--- src/sv/sros_pkg.sv ---
// Shared types and constants for the sorted range owner search block.
package sros_pkg;

  localparam int DEF_TABLE_DEPTH = 256;

  localparam int RANK_W  = 24;
  localparam int COUNT_W = 16;
  localparam int INDEX_W = 8;
  localparam int CFG_W   = 9;

  localparam logic FUNC_WRITE  = 1'b0;
  localparam logic FUNC_LOOKUP = 1'b1;

  typedef struct packed {
    logic [RANK_W-1:0]  start;
    logic [COUNT_W-1:0] count;
  } entry_t;

  typedef struct packed {
    logic               found;
    logic [INDEX_W-1:0] owner;
  } res_t;

  typedef enum logic [1:0] {
    ST_IDLE,
    ST_PROBE,
    ST_COMPARE,
    ST_RESULT
  } state_e;

endpackage

--- src/sv/sros_search.sv ---
// Request intake and binary search sequencer over the range table.
module sros_search import sros_pkg::*; #(
  parameter int TABLE_DEPTH = DEF_TABLE_DEPTH,
  localparam int IDX_W = (TABLE_DEPTH > 1) ? $clog2(TABLE_DEPTH) : 1,
  localparam int CNT_W = $clog2(TABLE_DEPTH + 1)
) (
  input  logic                clk_i,
  input  logic                rst_ni,
  input  logic                in_valid_i,
  output logic                in_stall_o,
  input  logic                in_func_i,
  input  logic [INDEX_W-1:0]  in_entry_index_i,
  input  logic [RANK_W-1:0]   in_entry_start_i,
  input  logic [COUNT_W-1:0]  in_entry_count_i,
  input  logic [RANK_W-1:0]   in_query_rank_i,
  input  logic [CFG_W-1:0]    cfg_q_i,
  output logic                wr_en_o,
  output logic [IDX_W-1:0]    wr_addr_o,
  output entry_t              wr_data_o,
  output logic                rd_en_o,
  output logic [IDX_W-1:0]    rd_addr_o,
  input  entry_t              rd_data_i,
  output logic                res_valid_o,
  input  logic                res_ready_i,
  output res_t                res_o
);

  state_e state_q, state_d;

  logic [CNT_W-1:0]  low_q, low_d;
  logic [CNT_W-1:0]  hi_q, hi_d;
  logic [IDX_W-1:0]  mid_q, mid_d;
  logic [RANK_W-1:0] rank_q, rank_d;
  logic              found_q, found_d;

  logic              accept;
  logic              active;
  logic [CNT_W-1:0]  n_use;
  logic [CNT_W:0]    mid_sum;
  logic [IDX_W-1:0]  mid_calc;
  logic [RANK_W:0]   end_rank;
  logic              go_left;
  logic              go_right;

  assign accept = in_valid_i && !in_stall_o;
  assign active = low_q < hi_q;

  always_comb begin
    if (32'(cfg_q_i) > 32'(TABLE_DEPTH)) begin
      n_use = CNT_W'(TABLE_DEPTH);
    end else begin
      n_use = CNT_W'(cfg_q_i);
    end
  end

  assign mid_sum  = (CNT_W+1)'(low_q) + (CNT_W+1)'(hi_q) - (CNT_W+1)'(1);
  assign mid_calc = IDX_W'(mid_sum >> 1);

  assign end_rank = {1'b0, rd_data_i.start} + (RANK_W+1)'(rd_data_i.count);
  assign go_left  = rank_q < rd_data_i.start;
  assign go_right = !go_left && ((RANK_W+1)'(rank_q) >= end_rank);

  always_comb begin
    state_d = state_q;
    case (state_q)
      ST_IDLE: begin
        if (accept && (in_func_i == FUNC_LOOKUP)) begin
          state_d = ST_PROBE;
        end
      end
      ST_PROBE: begin
        if (active) begin
          state_d = ST_COMPARE;
        end else begin
          state_d = ST_RESULT;
        end
      end
      ST_COMPARE: begin
        if (go_left || go_right) begin
          state_d = ST_PROBE;
        end else begin
          state_d = ST_RESULT;
        end
      end
      ST_RESULT: begin
        if (res_ready_i) begin
          state_d = ST_IDLE;
        end
      end
      default: state_d = ST_IDLE;
    endcase
  end

  always_comb begin
    in_stall_o  = (state_q != ST_IDLE);
    wr_en_o     = 1'b0;
    wr_addr_o   = IDX_W'(in_entry_index_i);
    wr_data_o   = '{start: in_entry_start_i, count: in_entry_count_i};
    rd_en_o     = 1'b0;
    rd_addr_o   = mid_calc;
    res_valid_o = 1'b0;
    res_o       = '{found: found_q, owner: found_q ? INDEX_W'(mid_q) : '0};
    low_d       = low_q;
    hi_d        = hi_q;
    mid_d       = mid_q;
    rank_d      = rank_q;
    found_d     = found_q;
    case (state_q)
      ST_IDLE: begin
        if (accept && (in_func_i == FUNC_WRITE)) begin
          wr_en_o = 32'(in_entry_index_i) < 32'(TABLE_DEPTH);
        end
        if (accept && (in_func_i == FUNC_LOOKUP)) begin
          low_d   = '0;
          hi_d    = n_use;
          rank_d  = in_query_rank_i;
          found_d = 1'b0;
        end
      end
      ST_PROBE: begin
        if (active) begin
          rd_en_o = 1'b1;
          mid_d   = mid_calc;
        end
      end
      ST_COMPARE: begin
        if (go_left) begin
          hi_d = CNT_W'(mid_q);
        end else if (go_right) begin
          low_d = CNT_W'(mid_q) + CNT_W'(1);
        end else begin
          found_d = 1'b1;
        end
      end
      ST_RESULT: begin
        res_valid_o = 1'b1;
      end
      default: begin
      end
    endcase
  end

  always_ff @(posedge clk_i or negedge rst_ni) begin
    if (!rst_ni) begin
      state_q <= ST_IDLE;
    end else begin
      state_q <= state_d;
    end
  end

  always_ff @(posedge clk_i) begin
    low_q   <= low_d;
    hi_q    <= hi_d;
    mid_q   <= mid_d;
    rank_q  <= rank_d;
    found_q <= found_d;
  end

endmodule
--- config.mk ---
export PLATFORM = sky130hd
export DESIGN_NAME = sros_search
export DESIGN_NICKNAME = d
export VERILOG_FILES = /design/src/sv/sros_pkg.sv /design/src/sv/sros_search.sv
export SDC_FILE = /design/constraint.sdc
export NUM_CORES = 1
export LEC_CHECK = 0
export BUFFER_PORTS_ARGS = -buffer_cell sky130_fd_sc_hd__clkbuf_2
export CAP_MARGIN = 0
export CORE_MARGIN = 8
export CORE_UTILIZATION = 25
export CTS_BUF_LIST = sky130_fd_sc_hd__clkbuf_8
export CTS_CLUSTER_DIAMETER = 50
export DETAILED_ROUTE_END_ITERATION = 7
export HOLD_SLACK_MARGIN = 0.03
export PLACE_DENSITY = 0.44
export SYNTH_ARGS = -nofsm -noshare
export SYNTH_HDL_FRONTEND = slang
export SYNTH_SLANG_ARGS = --single-unit
--- constraint.sdc ---
create_clock -name clk_i -period 5.1 [get_ports clk_i]
set_clock_uncertainty 0.1 [all_clocks]
set_input_delay 0 -clock clk_i [delete_from_list [all_inputs] [get_ports clk_i]]
set_output_delay 0 -clock clk_i [all_outputs]
set_load 0.01 [all_outputs]
==> out/metrics.yaml <==
worst_setup_path:
  critPathMaxFanout: 9
  crit_buf_inv: 3
  critPathLaunchType: "primary input"
  arrival_ns: 4.03
  cp_common_cell: "ha_1"
  cp.required_ns: 5.04
  slowest_stage: "fa_1"
  critPathKind: "primary input to flip-flop"
  endpoint_kind: "flip-flop"
  critPathMaxStageDelay_ns: 0.40
  crit_family: "simple AND/OR/NAND/NOR gates"
  cp_cell_sequence: "clkbuf_2, ha_1, inv_1, fa_1, nand2b_1, a21o_1, a31oi_4, a21oi_2, o21ba_4, or4_1, and3_1, ha_1, nand4_1, nor3_1, o2111ai_1, a21oi_1, a311oi_1, a31oi_1, nor3b_1, buf_4"
final_layout:
  final_util_pct: 32.1
  n_antenna_cell: 0
  nets: 895
  drive_gt1_share_pct: 17.0
  syn_to_final_growth_pct: 27.7
synthesis:
  ys_types: 50
  synth_top_area_share_pct: 30.5
  seq_area_frac_synth_pct: 31.5
  async_reset_ff_share_pct: 3.77
  yosysMostFrequentCell: "ha_1"
  muxShareOfSynthArea_pct: 0
  synth_top_family_by_area: "adder cells"
  synth-edff-count: 51
  synthTopCellsByCount: "ha_1, inv_1, edfxtp_1"
  synth_fa_ha_area_share_pct: 22.3
  synth-seq-cells: 53
  synth_cells: 544
  synthTopCellsByArea: "edfxtp_1, ha_1, buf_4"
  ys.flop_type: "edfxtp_1"
  synth.largest_area_cell: "edfxtp_1"
  synth-simple-area-share_pct: 13.9
  yosysWarnings: 0
  synthXorXnorAreaFrac_pct: 5.06
  synth_compound_area_share_pct: 14.6
  syn_area_mm2: 0.00501
  avgSynthCellArea_um2: 9.22
  synth_fp_nets: 758
die:
  die_h_um: 158
  core_area_mm2: 0.0200
  io_pins: 195
  dieWidth_um: 158
  rows: 52
  initial_core_util_pct: 25.1
  dieArea_mm2: 0.0248
timing:
  worst_slack_ns: 1.02
  relSlewSlack_pct: 36.8
  hold_viol_final: 0
  slew_violations: 0
  fin_crit_sh_pct: 80.1
  holdWs_ns: 0.140
  fin_setup_tns_ns: 0
  fmax_mhz: 245
  finalCriticalPeriod_ns: 4.08
  rsz0062_at_grt: "no"
  tightest_slew_ns: 0.944
  setup_viol: 0
placed_design:
  io_buffers: 98
  preCtsSetupSlack_ns: 0.664
  finalWeightedCongestion: 0.798
  dp_hpwl_um: 11000
detailed_routing:
  via_per_inst: 4.40
  ant_nets: 0
  route.detailed.drc: 0
  wl_um: 14500
  num_vias: 4185
  wire_per_inst_um: 15.2
  drtIter0Drc: 151
  drt_first_pass_iters: 4
power:
  p_per_area_mw_per_mm2: 384
  vdd_drop_max_uv: 119
  leakage_nw: 2.95
run:
  maxCapViolations: 0
hold_path:
  hold_path.class: "primary input to output port"
clocking:
  h-tree-depth: 2
  cts_buffers: 5
  clk_latency_ns: 0.33
  cts-root-buf: "clkbuf_8"
  cts.path.max_buffers: 2
  clock-sinks: 53
  cts_tree: "done"
  postCtsSetupBuffers: 0
  clk_pin_slew_worst_paths_ns: 0.10
outcome:
  status: "finished, final reports clean"
grt:
  grt_antenna_before_repair: 0
  grt_pass1_vias: 4449
  grt_start_max_net_pins: 29
  grt_pass1_wl_um: 22100
  grt-ovfl-total: 0
  grtUsageTotal_pct: 11.4
layout by cell type (no fill, tap or decap), types with 18 or more instances in the layout:
master         count
xnor2_1           18
inv_1             66
a21oi_1           44
nand2_1           49
o21ai_0           21
edfxtp_1          51
ha_1              86
nor2_1            23
clkbuf_2          98
dlygate4sd3_1     84
tightest hold or removal path: stages:
cell      delay, ns
clkbuf_2       0.08
nor2_1         0.04
clkbuf_2       0.12
per-layer routing:
layer | vias to the layer above | part of all wire, % | track usage (%)
met5 | - | 0 | 0
met3 | 17 | 8.7 | 2.98
met4 | 0 | 2.0 | 3.90
li1 | 2121 | - | -
met2 | 159 | 47 | 20.2
met1 | 1888 | 43 | 13.0
kinds of logic after synthesis:
kind of cell               Yosys count
adders and majority gates           88
and+or+nand+nor                    140
DFF                                 53
AOI/OAI and AO/OA                  114
xor gates and xnor gates            29
buffers and inverters              120
per-stage QoR:
stage                     power [mW]  instance area (um2)  instances
after floorplan                 1.70                 5010        544
after global placement          2.15                 5470        860
after detailed placement        2.16                 5470        860
after CTS                       2.52                 6400        952
after global routing            2.70                 6400        952
final                           2.46                 6400        952
worst paths after layout:
path                                    from    endpoint  slack [ns]  depth (start not counted)
worst max register to register    state_q[0]    low_q[1]        2.33                          7
worst max-delay path            rd_data_i[0]    low_q[1]        1.02                         20
min in group asynchronous             rst_ni  state_q[0]        0.46                          3
worst min register to register      mid_q[1]     hi_q[1]        0.55                          2
worst min-delay path               in_func_i     wr_en_o        0.14                          3
max in group asynchronous             rst_ni  state_q[1]        4.31                          3
final cells by class:
class,instances,area [um2]
Fill cell,2106,13600
Clock inverter,3,22.5
Inverter,66,248
Tap cell,270,338
Clock buffer,5,68.8
Sequential cell,53,1580
Multi-Input combinational cell,371,2800
Timing Repair Buffer,184,1350
sequential cells by signal, summed over array words and instances, names as in the netlist:
signal / cells
rank_q: 24
found_q: 1
state_q: 2
mid_q: 8
hi_q: 9
low_q: 9
where the power goes:
part / total (mW) / internal, mW / switching, mW
Clock: 0.263 / 0.0982 / 0.165
Sequential: 0.792 / 0.681 / 0.111
Combinational: 1.40 / 0.589 / 0.815
what timing repair did:
action	in CTS	in global routing
hold buffers	84	0
endpoints found under the setup margin	0	0
hold endpoints to repair	85	0
gates resized for setup	0	0
No activity file was read; power rests on OpenSTA's default activity.
